## src/tfs_pkg.sv

```systemverilog
// Shared types, codes and default sizes for the thread queue with search.
package tfs_pkg;

    localparam int QUEUE_DEPTH_DEF = 16;
    localparam int ID_WIDTH_DEF    = 16;

    localparam logic [1:0] ACT_ENQUEUE = 2'd0;
    localparam logic [1:0] ACT_DEQUEUE = 2'd1;
    localparam logic [1:0] ACT_SEARCH  = 2'd2;

    localparam logic [1:0] ST_OK        = 2'd0;
    localparam logic [1:0] ST_EMPTY     = 2'd1;
    localparam logic [1:0] ST_FULL      = 2'd2;
    localparam logic [1:0] ST_NOT_FOUND = 2'd3;

    typedef struct packed {
        logic [1:0]  action;
        logic [15:0] thread_id;
    } t_in_item;

    typedef struct packed {
        logic [1:0]  status;
        logic [15:0] result_id;
        logic [3:0]  position;
        logic [4:0]  occupancy;
    } t_out_item;

    typedef enum logic [1:0] {
        S_IDLE = 2'b01,
        S_FIND = 2'b10
    } t_state;

endpackage

```

## src/tfs_cell.sv

```systemverilog
// One queue cell: holds an identifier, shifts toward the front, compares with the key.
module tfs_cell #(
    parameter int ID_WIDTH = 16
) (
    input  logic                i_clk,
    input  logic                i_load,
    input  logic                i_shift,
    input  logic [ID_WIDTH-1:0] i_load_id,
    input  logic [ID_WIDTH-1:0] i_next_id,
    input  logic [ID_WIDTH-1:0] i_key,
    output logic [ID_WIDTH-1:0] o_id,
    output logic                o_hit
);

    logic [ID_WIDTH-1:0] r_id;

    always_ff @(posedge i_clk) begin
        if (i_load) begin
            r_id <= i_load_id;
        end else if (i_shift) begin
            r_id <= i_next_id;
        end
    end

    assign o_id  = r_id;
    assign o_hit = (r_id == i_key);

endmodule

```

## src/thread_fifo_with_search.sv

```systemverilog
// Top level: shift queue of thread identifiers with first-match search.
//
//   channel | direction | handshake                  | payload
//   --------+-----------+----------------------------+------------------------
//   in      | to block  | i_in_valid / o_in_stall    | i_in_data  (t_in_item)
//   out     | from block| o_out_valid / i_out_stall  | o_out_data (t_out_item)
//
// Enqueue, dequeue and no-op: result registered on acceptance,
// next transaction may enter on the following cycle.
// Search: the live cells' comparator hits are registered into r_match, then in
// S_FIND a first-match priority encoder over QUEUE_DEPTH bits forms the result,
// registered once the skid slot is free; input stalls until back in S_IDLE.
// Output has a one-entry skid slot; input stalls while it is occupied.
// Reset clears the count and handshake state; cell contents stay undefined.
module thread_fifo_with_search
    import tfs_pkg::*;
#(
    parameter int QUEUE_DEPTH = QUEUE_DEPTH_DEF,
    parameter int ID_WIDTH    = ID_WIDTH_DEF
) (
    input  logic      i_clk,
    input  logic      i_rst_n,
    input  logic      i_in_valid,
    output logic      o_in_stall,
    input  t_in_item  i_in_data,
    output logic      o_out_valid,
    input  logic      i_out_stall,
    output t_out_item o_out_data
);

    localparam int CNT_W = $clog2(QUEUE_DEPTH + 1);
    localparam int IDX_W = $clog2(QUEUE_DEPTH);

    t_state                              r_state, n_state;
    logic [CNT_W-1:0]                    r_count, n_count;
    logic [QUEUE_DEPTH-1:0]              r_match;
    logic [ID_WIDTH-1:0]                 r_key;
    logic                                r_out_valid;
    t_out_item                           r_out;
    logic                                r_skid_valid;
    t_out_item                           r_skid;

    logic                                w_in_acc;
    logic                                w_out_take;
    logic [ID_WIDTH-1:0]                 w_key;
    logic                                w_full;
    logic                                w_empty;
    logic                                w_enq;
    logic                                w_deq;
    logic [QUEUE_DEPTH-1:0][ID_WIDTH-1:0] w_cell_id;
    logic [QUEUE_DEPTH-1:0]              w_cell_hit;
    logic [QUEUE_DEPTH-1:0]              w_live;
    logic [IDX_W-1:0]                    w_pos;
    logic                                w_put;
    t_out_item                           w_put_data;

    assign o_in_stall  = (r_state != S_IDLE) || r_skid_valid;
    assign w_in_acc    = i_in_valid && !o_in_stall;
    assign w_out_take  = r_out_valid && !i_out_stall;
    assign w_key       = ID_WIDTH'(i_in_data.thread_id);
    assign w_full      = (r_count == CNT_W'(QUEUE_DEPTH));
    assign w_empty     = (r_count == '0);
    assign w_enq       = w_in_acc && (i_in_data.action == ACT_ENQUEUE) && !w_full;
    assign w_deq       = w_in_acc && (i_in_data.action == ACT_DEQUEUE) && !w_empty;

    // Cell k holds the entry k places behind the front.
    for (genvar k = 0; k < QUEUE_DEPTH; k++) begin : g_cell
        logic [ID_WIDTH-1:0] w_next;
        if (k == QUEUE_DEPTH - 1) begin : g_last
            assign w_next = w_cell_id[k];
        end else begin : g_mid
            assign w_next = w_cell_id[k+1];
        end

        tfs_cell #(
            .ID_WIDTH (ID_WIDTH)
        ) u_cell (
            .i_clk     (i_clk),
            .i_load    (w_enq && (r_count == CNT_W'(k))),
            .i_shift   (w_deq),
            .i_load_id (w_key),
            .i_next_id (w_next),
            .i_key     (w_key),
            .o_id      (w_cell_id[k]),
            .o_hit     (w_cell_hit[k])
        );

        assign w_live[k] = (CNT_W'(k) < r_count);
    end

    // First match from the front.
    always_comb begin
        w_pos = '0;
        for (int k = QUEUE_DEPTH - 1; k >= 0; k--) begin
            if (r_match[k]) begin
                w_pos = IDX_W'(k);
            end
        end
    end

    always_comb begin
        n_state    = r_state;
        n_count    = r_count;
        w_put      = 1'b0;
        w_put_data = '0;
        case (r_state)
            S_IDLE: begin
                if (w_in_acc) begin
                    if (i_in_data.action == ACT_SEARCH) begin
                        n_state = S_FIND;
                    end else begin
                        w_put = 1'b1;
                        if (i_in_data.action == ACT_ENQUEUE) begin
                            if (w_full) begin
                                w_put_data.status = ST_FULL;
                            end else begin
                                n_count = r_count + CNT_W'(1);
                            end
                        end else if (i_in_data.action == ACT_DEQUEUE) begin
                            if (w_empty) begin
                                w_put_data.status = ST_EMPTY;
                            end else begin
                                n_count              = r_count - CNT_W'(1);
                                w_put_data.result_id = 16'(w_cell_id[0]);
                            end
                        end
                        w_put_data.occupancy = 5'(n_count);
                    end
                end
            end
            S_FIND: begin
                // Hold the search result until the skid slot frees up.
                if (!r_skid_valid) begin
                    n_state              = S_IDLE;
                    w_put                = 1'b1;
                    w_put_data.occupancy = 5'(r_count);
                    if (|r_match) begin
                        w_put_data.result_id = 16'(r_key);
                        w_put_data.position  = 4'(w_pos);
                    end else begin
                        w_put_data.status = ST_NOT_FOUND;
                    end
                end
            end
            default: begin
                n_state = S_IDLE;
            end
        endcase
    end

    always_ff @(posedge i_clk) begin
        if (!i_rst_n) begin
            r_state      <= S_IDLE;
            r_count      <= '0;
            r_out_valid  <= 1'b0;
            r_skid_valid <= 1'b0;
        end else begin
            r_state <= n_state;
            r_count <= n_count;
            if (w_in_acc && (i_in_data.action == ACT_SEARCH)) begin
                r_match <= w_cell_hit & w_live;
                r_key   <= w_key;
            end
            if (r_skid_valid) begin
                if (w_out_take) begin
                    r_out        <= r_skid;
                    r_skid_valid <= 1'b0;
                end
            end else if (w_put) begin
                if (!r_out_valid || w_out_take) begin
                    r_out       <= w_put_data;
                    r_out_valid <= 1'b1;
                end else begin
                    r_skid       <= w_put_data;
                    r_skid_valid <= 1'b1;
                end
            end else if (w_out_take) begin
                r_out_valid <= 1'b0;
            end
        end
    end

    assign o_out_valid = r_out_valid;
    assign o_out_data  = r_out;

`ifndef SYNTHESIS
    a_skid_behind_out: assert property (@(posedge i_clk) disable iff (!i_rst_n)
        r_skid_valid |-> r_out_valid)
        else $error("skid slot holds a result while the output register is empty");

    a_count_bound: assert property (@(posedge i_clk) disable iff (!i_rst_n)
        r_count <= CNT_W'(QUEUE_DEPTH))
        else $error("occupancy count beyond queue depth");

    a_find_done: assert property (@(posedge i_clk) disable iff (!i_rst_n)
        (r_state == S_FIND) && !r_skid_valid |=> o_out_valid && (r_state == S_IDLE))
        else $error("search result not delivered to the output");

    a_enq_count: assert property (@(posedge i_clk) disable iff (!i_rst_n)
        w_enq |=> r_count == $past(r_count) + CNT_W'(1))
        else $error("enqueue did not advance the count");

    a_deq_count: assert property (@(posedge i_clk) disable iff (!i_rst_n)
        w_deq |=> r_count == $past(r_count) - CNT_W'(1))
        else $error("dequeue did not reduce the count");
`endif

endmodule
```

## config.mk

```make
export PLATFORM = sky130hd
export DESIGN_NAME = thread_fifo_with_search
export DESIGN_NICKNAME = d
export VERILOG_FILES = /design/src/tfs_pkg.sv /design/src/tfs_cell.sv /design/src/thread_fifo_with_search.sv
export SDC_FILE = /design/constraint.sdc
export NUM_CORES = 1
export LEC_CHECK = 0
export BUFFER_PORTS_ARGS = -buffer_cell sky130_fd_sc_hd__buf_2
export CAP_MARGIN = 5
export CORE_MARGIN = 8
export CORE_UTILIZATION = 65
export CTS_BUF_LIST = sky130_fd_sc_hd__clkbuf_2 sky130_fd_sc_hd__clkbuf_4 sky130_fd_sc_hd__clkbuf_8
export DETAILED_ROUTE_END_ITERATION = 8
export GPL_TIMING_DRIVEN = 0
export PLACE_DENSITY = 0.83
export SLEW_MARGIN = 20
export SYNTH_ARGS = -nofsm -noshare
export SYNTH_HDL_FRONTEND = slang
export SYNTH_SLANG_ARGS = --single-unit
```

## constraint.sdc

```tcl
create_clock -name i_clk -period 4.8 [get_ports i_clk]
set_input_delay 1.2 -clock i_clk [delete_from_list [all_inputs] [get_ports i_clk]]
set_output_delay 1.2 -clock i_clk [all_outputs]
set_load 0.02 [all_outputs]
```

==> flow_summary.ini, run 1 <==
[status]
outcome = complete, no violations

[sta]
timing.final.crit_period_ps = 4310
fin_setup_tns_ps = 0
fmax_mhz = 232.0
hold_violations = 0
worstMarginPinSlew_ps = 1197
period_share = 0.8979
whs_ps = 501.1
slew_viol_final = 0
relSlewSlack = 0.1814
setup_viol = 0
fin_skew_ps = 22.19
rsz0062_at_grt = no

[synthesis]
ys_seq_elements = 351
syn_avg_cell_area_um2 = 13.78
synth_mux_area_frac = 0.1614
async_reset_ff_frac = 0
synth_edf_count = 342
yosys.area.top_type = edfxtp_1
postSynthCellCount = 1320
synth-adder-area-share = 0.004814
synth.cell_area_um2 = 18190
synth-xor-area-share = 0.1247
syn_nets = 1349
synth_top_family_by_area = multiplexers
ys_types = 64
yosysSeqAreaShare = 0.5744
synthSimpleGateAreaFrac = 0.07675
ys.flop_type = edfxtp_1
synth_compound_area_frac = 0.03040
synth.area.top_cells = edfxtp_1 (56%), mux2_2 (16%), xor2_1 (8.1%)
synth_top_area_frac = 0.5645
yosysWarnings = 0

[cts]
cts-buffers-inserted = 55
post_cts_buffers = 0
clock_sinks = 351
clkSlewWorstSetupHoldPaths_ps = 70
clock_latency_ps = 610
cts_root_buffer = clkbuf_8
clk_path_buf_depth = 3
cts_resized = 0
htree_num_levels = 2
cts_tree = yes
hold_buffers = 0

[route]
avgRoutedWirePerCell_um = 27.34
drtAntennaViolNets = 0
dr_total_vias = 11890
drt-total-wl_um = 50780
drt_iter0_drc = 1516
post_drt_via_cell_ratio = 6.400
dr.pass1.iters = 7
drc = 0

[pwr]
power.internal_mw = 5.058
clkPwrFrac = 0.404
netSwitchingPower_mw = 1.647
leakagePower_nw = 6.833
vdd_drop_max_v = 0.0002571
p_sw_frac = 0.2457
fin_total_pwr_mw = 6.705
powerDensity_nw_per_um2 = 332.0
power_frac_comb = 0.083
power_frac_seq = 0.513

[setup_path]
worstPathMaxFanout = 10
endpoint_kind = flop
arrival_ps = 4560
worstSetupPathType = in -> reg
cp.required_ps = 5050
startpoint_type = input port

[floorplanning]
start_util = 0.6566
placementRows = 61
die_area_um2 = 33600
ios = 51
die_h_um = 183.3
coreArea_um2 = 27710
die_w_um = 183.3

[global_route]
grt_max_degree = 27
grt_first_pass_wirelength_um = 74340
grtUsageTotal = 0.3012
grt_pass1_vias = 11920
antenna_found_initial = 2
gr-total-overflow = 0

[placed_design]
hpwl_um = 35640
gp_congestion = 0.9302
io_buffers = 48

[worst_hold_path]
hold_class = reg -> reg

[final_layout]
num-fill-cells = 1761
insertedDiodeCount = 0
nNetsFinal = 1463
fin_util = 0.7289
drive_gt1_frac = 0.3103
area_growth_pct = 11.00

[job]
cap_violations = 0
[kinds of logic (layout without fill, tap and decap cells)]
kind of cell / after synthesis / count (layout)
buf+inv: 116 / 275
compound gates: 80 / 80
fa+ha+maj: 7 / 7
flops: 351 / 351
mux: 261 / 261
simple gates: 246 / 246
xor+xnor: 259 / 259
[sequential cells by signal, indices dropped and copies added (netlist names)]
signal / count
r_count: 5
g_cell.u_cell.o_id: 256
r_state: 2
r_skid: 27
o_out_valid: 1
r_skid_valid: 1
o_out_data: 27
r_match: 16
r_key: 16
[critical path: stages]
cell and delay (ps):
buf_2 150, clkbuf_1 280, clkbuf_1 830, xor2_1 140
nor4_1 720, o21ai_0 350, nor4_1 870
[synth_stat cells (2+ instances only)]
cell type,n
nor2b_1,5
buf_2,18
nor2_4,2
nand3_1,8
clkbuf_1,65
o21ai_0,10
buf_1,16
o22ai_1,2
inv_1,10
nand4_1,27
a211oi_1,6
nand2_1,56
a21oi_1,16
o31ai_1,3
nor2_1,43
nand3_2,6
buf_6,5
edfxtp_1,342
xnor2_1,91
mux2_2,259
dfxtp_1,9
nand2b_1,8
a31oi_1,4
nor4_1,46
a22oi_1,17
a41oi_1,2
nor3b_1,2
nor3_1,21
o21a_1,5
nand3b_1,3
o41ai_1,2
ha_1,7
xor2_1,168
mux2i_1,2
nand2_2,4
o211ai_1,2
[cell type report]
cell class / instances / area, um2 / area share
Sequential cell: 351 / 10450 / 0.5175
Multi-Input combinational cell: 853 / 7268 / 0.3599
Clock buffer: 69 / 874.6 / 0.04331
Tap cell: 378 / 473.0 / 0.02342
Buffer: 106 / 464.2 / 0.02299
Timing Repair Buffer: 57 / 335.3 / 0.01661
Clock inverter: 33 / 290.3 / 0.01438
Inverter: 10 / 37.54 / 0.001859
[layer usage]
metal	track usage	up-vias	wire [um]
met5	0	-	18
met4	0.1334	2	2208
met3	0.08449	159	6132
met2	0.4794	758	23460
met1	0.3821	5842	18960
li1	-	5124	-
[power by group through the flow]
stage | registers [mW] | logic [mW] | clock network [mW]
after floorplan | 3.51 | 0.327 | 0
after global placement | 3.50 | 0.520 | 0
after detailed placement | 3.50 | 0.539 | 0
after CTS | 3.44 | 0.543 | 2.71
after global routing | 3.44 | 0.584 | 2.83
final | 3.44 | 0.556 | 2.71
[per-stage QoR]
stage,area [um2],setup slack (ps),instances
finish,20190,489.8,1857
global route,20190,614.6,1857
CTS,20170,856.9,1855
detailed placement,19010,255.4,1753
global placement,18910,-546.9,1746
floorplan,18190,403.0,1320
[layout by cell type, fill, tap and decap left out, types with 3 or more instances in the layout]
master and instances:
a211oi_1 6, a21oi_1 15, a22oi_1 17, a31oi_1 4, buf_1 15, buf_2 67
buf_4 7, buf_6 7, bufinv_16 5, clkbuf_1 65, clkbuf_4 12, clkbuf_8 57
clkinv_1 14, clkinv_2 10, dfxtp_1 9, edfxtp_1 342, ha_1 7, inv_1 10
mux2_2 259, nand2_1 56, nand2_2 4, nand2b_1 8, nand3_1 8, nand3_2 6
nand3b_1 3, nand4_1 27, nor2_1 43, nor2b_1 5, nor3_1 18, nor3_2 4
nor4_1 46, o21a_1 5, o21ai_0 10, o31ai_1 3, xnor2_1 91, xor2_1 168
[path summary, 6_finish.rpt]
path | start | end | slack, ps | depth (start not counted)
setup reg to reg | r_count[0] | g_cell[8].u_cell.o_id[12] | 830 | 9
hold reg to reg | r_state[1] | r_state[1] | 500 | 1
setup / recovery | i_in_data[1] | r_match[9] | 490 | 7
hold / removal | r_state[1] | r_state[1] | 500 | 1
(Power assumes the default switching activity.)
==> run 2, diff against run 1 <==
--- a/config.mk
+++ b/config.mk
@@ -9,2 +9,3 @@
 export CAP_MARGIN = 5
+export CORE_ASPECT_RATIO = 1.5
 export CORE_MARGIN = 8
==> constraint.sdc (replaced) <==
create_clock -name i_clk -period 4.8 [get_ports i_clk]
set_input_delay 0.48 -clock i_clk [delete_from_list [all_inputs] [get_ports i_clk]]
set_output_delay 0.48 -clock i_clk [all_outputs]
set_load 0.02 [all_outputs]
==> run 2 against run 1 <==
  * Register-to-register slack worse by 120 ps
  * Final cell count decreased by 2.7%
  * Sequential cell count stayed put
  * Worst setup slack better by 220 ps
  * Combinational power hardly changed
  * Via count shrank 0.25%
  * Core utilization shrank 1.1 points
  * Non-clock buffer count fell by 2
  * Highest routed layer unchanged
==> flow_summary.ini, run 2 (synthesis gave the netlist of run 1 again) <==
[status]
outcome = complete, no violations

[cts]
cts-buffers-inserted = 49
post_cts_buffers = 0
clock_sinks = 351
hold_buffers = 0
cts_root_buffer = clkbuf_8
clkSlewWorstSetupHoldPaths_ps = 70
clk_path_buf_depth = 3
cts_tree = yes
htree_num_levels = 2
clock_latency_ps = 620
cts_resized = 0

[final_layout]
area_growth_pct = 9.663
final_cell_mix = edfxtp_1 (342), mux2_2 (259), xor2_1 (168)
fin_cells = 1807
insertedDiodeCount = 0
nNetsFinal = 1455
fin_util = 0.7182
layout_commonest_cell = edfxtp_1
largest_reg_flops = 256
drive_gt1_frac = 0.3053
design_area_um2 = 19950

[placed_design]
hpwl_um = 37800
placed_cells = 1721
io_buffers = 48
dpl_cell_area_um2 = 18970
pre_cts_ws_ps = 853.9
gp_congestion = 0.9399

[worst_hold_path]
hold_path_depth = 1
min_from = i_in_data[2]
min_to = g_cell[15].u_cell.o_id[2]
hold_class = in -> reg

[pwr]
leakagePower_nw = 6.731
vdd_drop_max_v = 0.0002363
powerDensity_nw_per_um2 = 321.7

[sta]
worstMarginPinSlew_ps = 1234
fin_skew_ps = 36.52
rsz0062_at_grt = no
fin_setup_tns_ps = 0
relSlewSlack = 0.1773
setup_viol = 0
timing.final.ws_setup_ps = 706.1
period_share = 0.8529
slew_viol_final = 0
fmax_mhz = 244.3
timing.final.crit_period_ps = 4094
hold_violations = 0

[route]
dr_total_vias = 11860
drt-total-wl_um = 51590
avgRoutedWirePerCell_um = 28.55
drtAntennaViolNets = 0
post_drt_via_cell_ratio = 6.561
drt_iter0_drc = 1070
drc = 0
dr.pass1.iters = 6

[setup_path]
rr_endpoint = g_cell[9].u_cell.o_id[5]
rrSetupSlack_ps = 710
ff2ff_path_depth = 9
startpoint_type = flop
worstSetupPathType = reg -> reg
cp.required_ps = 4960
endpoint_kind = flop
regToRegStartpoint = r_count[0]
worstPathMaxFanout = 16
arrival_ps = 4260

[floorplanning]
coreArea_um2 = 27780
placementRows = 75
start_util = 0.6550
die_h_um = 220.9
die_w_um = 152.6
die_area_um2 = 33710
ios = 51

[global_route]
grt_max_degree = 26
antenna_found_initial = 2
grt_pass1_vias = 12320
grt_first_pass_wirelength_um = 75420
grtUsageTotal = 0.3010
gr-total-overflow = 0

[job]
cap_violations = 0
==> run 2: area by class of cell <==
type / count / area, um2
Clock buffer: 66 / 814.5
Timing Repair Buffer: 55 / 316.6
Fill cell: 1853 / 7826
Buffer: 106 / 462.9
Clock inverter: 20 / 167.7
Multi-Input combinational cell: 853 / 7268
Sequential cell: 351 / 10450
Tap cell: 346 / 432.9
Inverter: 10 / 37.54
==> run 2: metal layers <==
metal | routed length, um | track usage | vias to the layer above
li1 | - | - | 5100
met1 | 17070 | 0.3109 | 5761
met2 | 25750 | 0.5194 | 726
met3 | 4160 | 0.06282 | 266
met4 | 4599 | 0.2502 | 2
met5 | 10 | 0 | -
==> run 2: critical path, cell delays in order (launching register included) <==
cell and delay (ps):
dfxtp_1 370, buf_2 250, inv_1 180, ha_1 160, buf_2 230, nor4b_2 370
buf_2 290, nand3b_1 360, clkbuf_1 730, nand2_1 680
==> run 2: worst max-delay path by stage <==
| stage | from | to | slack [ps] | cells after the start |
|---|---|---|---|---|
| after floorplan | i_in_data[16] | r_skid[0] | 1120 | 5 |
| after global placement | i_in_data[16] | r_skid[19] | 70 | 5 |
| after detailed placement | r_count[0] | g_cell[9].u_cell.o_id[0] | 850 | 9 |
| after CTS | r_count[0] | g_cell[9].u_cell.o_id[5] | 820 | 9 |
| after global routing | r_count[0] | g_cell[6].u_cell.o_id[15] | 650 | 9 |
| final | r_count[0] | g_cell[9].u_cell.o_id[5] | 710 | 9 |
==> run 2: power by group <==
part	total, mW	internal [mW]	switching [mW]
sequential	3.44	3.40	0.0337
clock	2.42	1.26	1.16
combinational	0.556	0.174	0.382
==> run 2: per-stage QoR <==
step,hold slack [ps],total power [mW]
global route,99.77,6.554
detailed placement,501.1,4.047
finish,114.8,6.417
CTS,95.91,6.397
global placement,479.0,4.027
floorplan,466.3,3.838
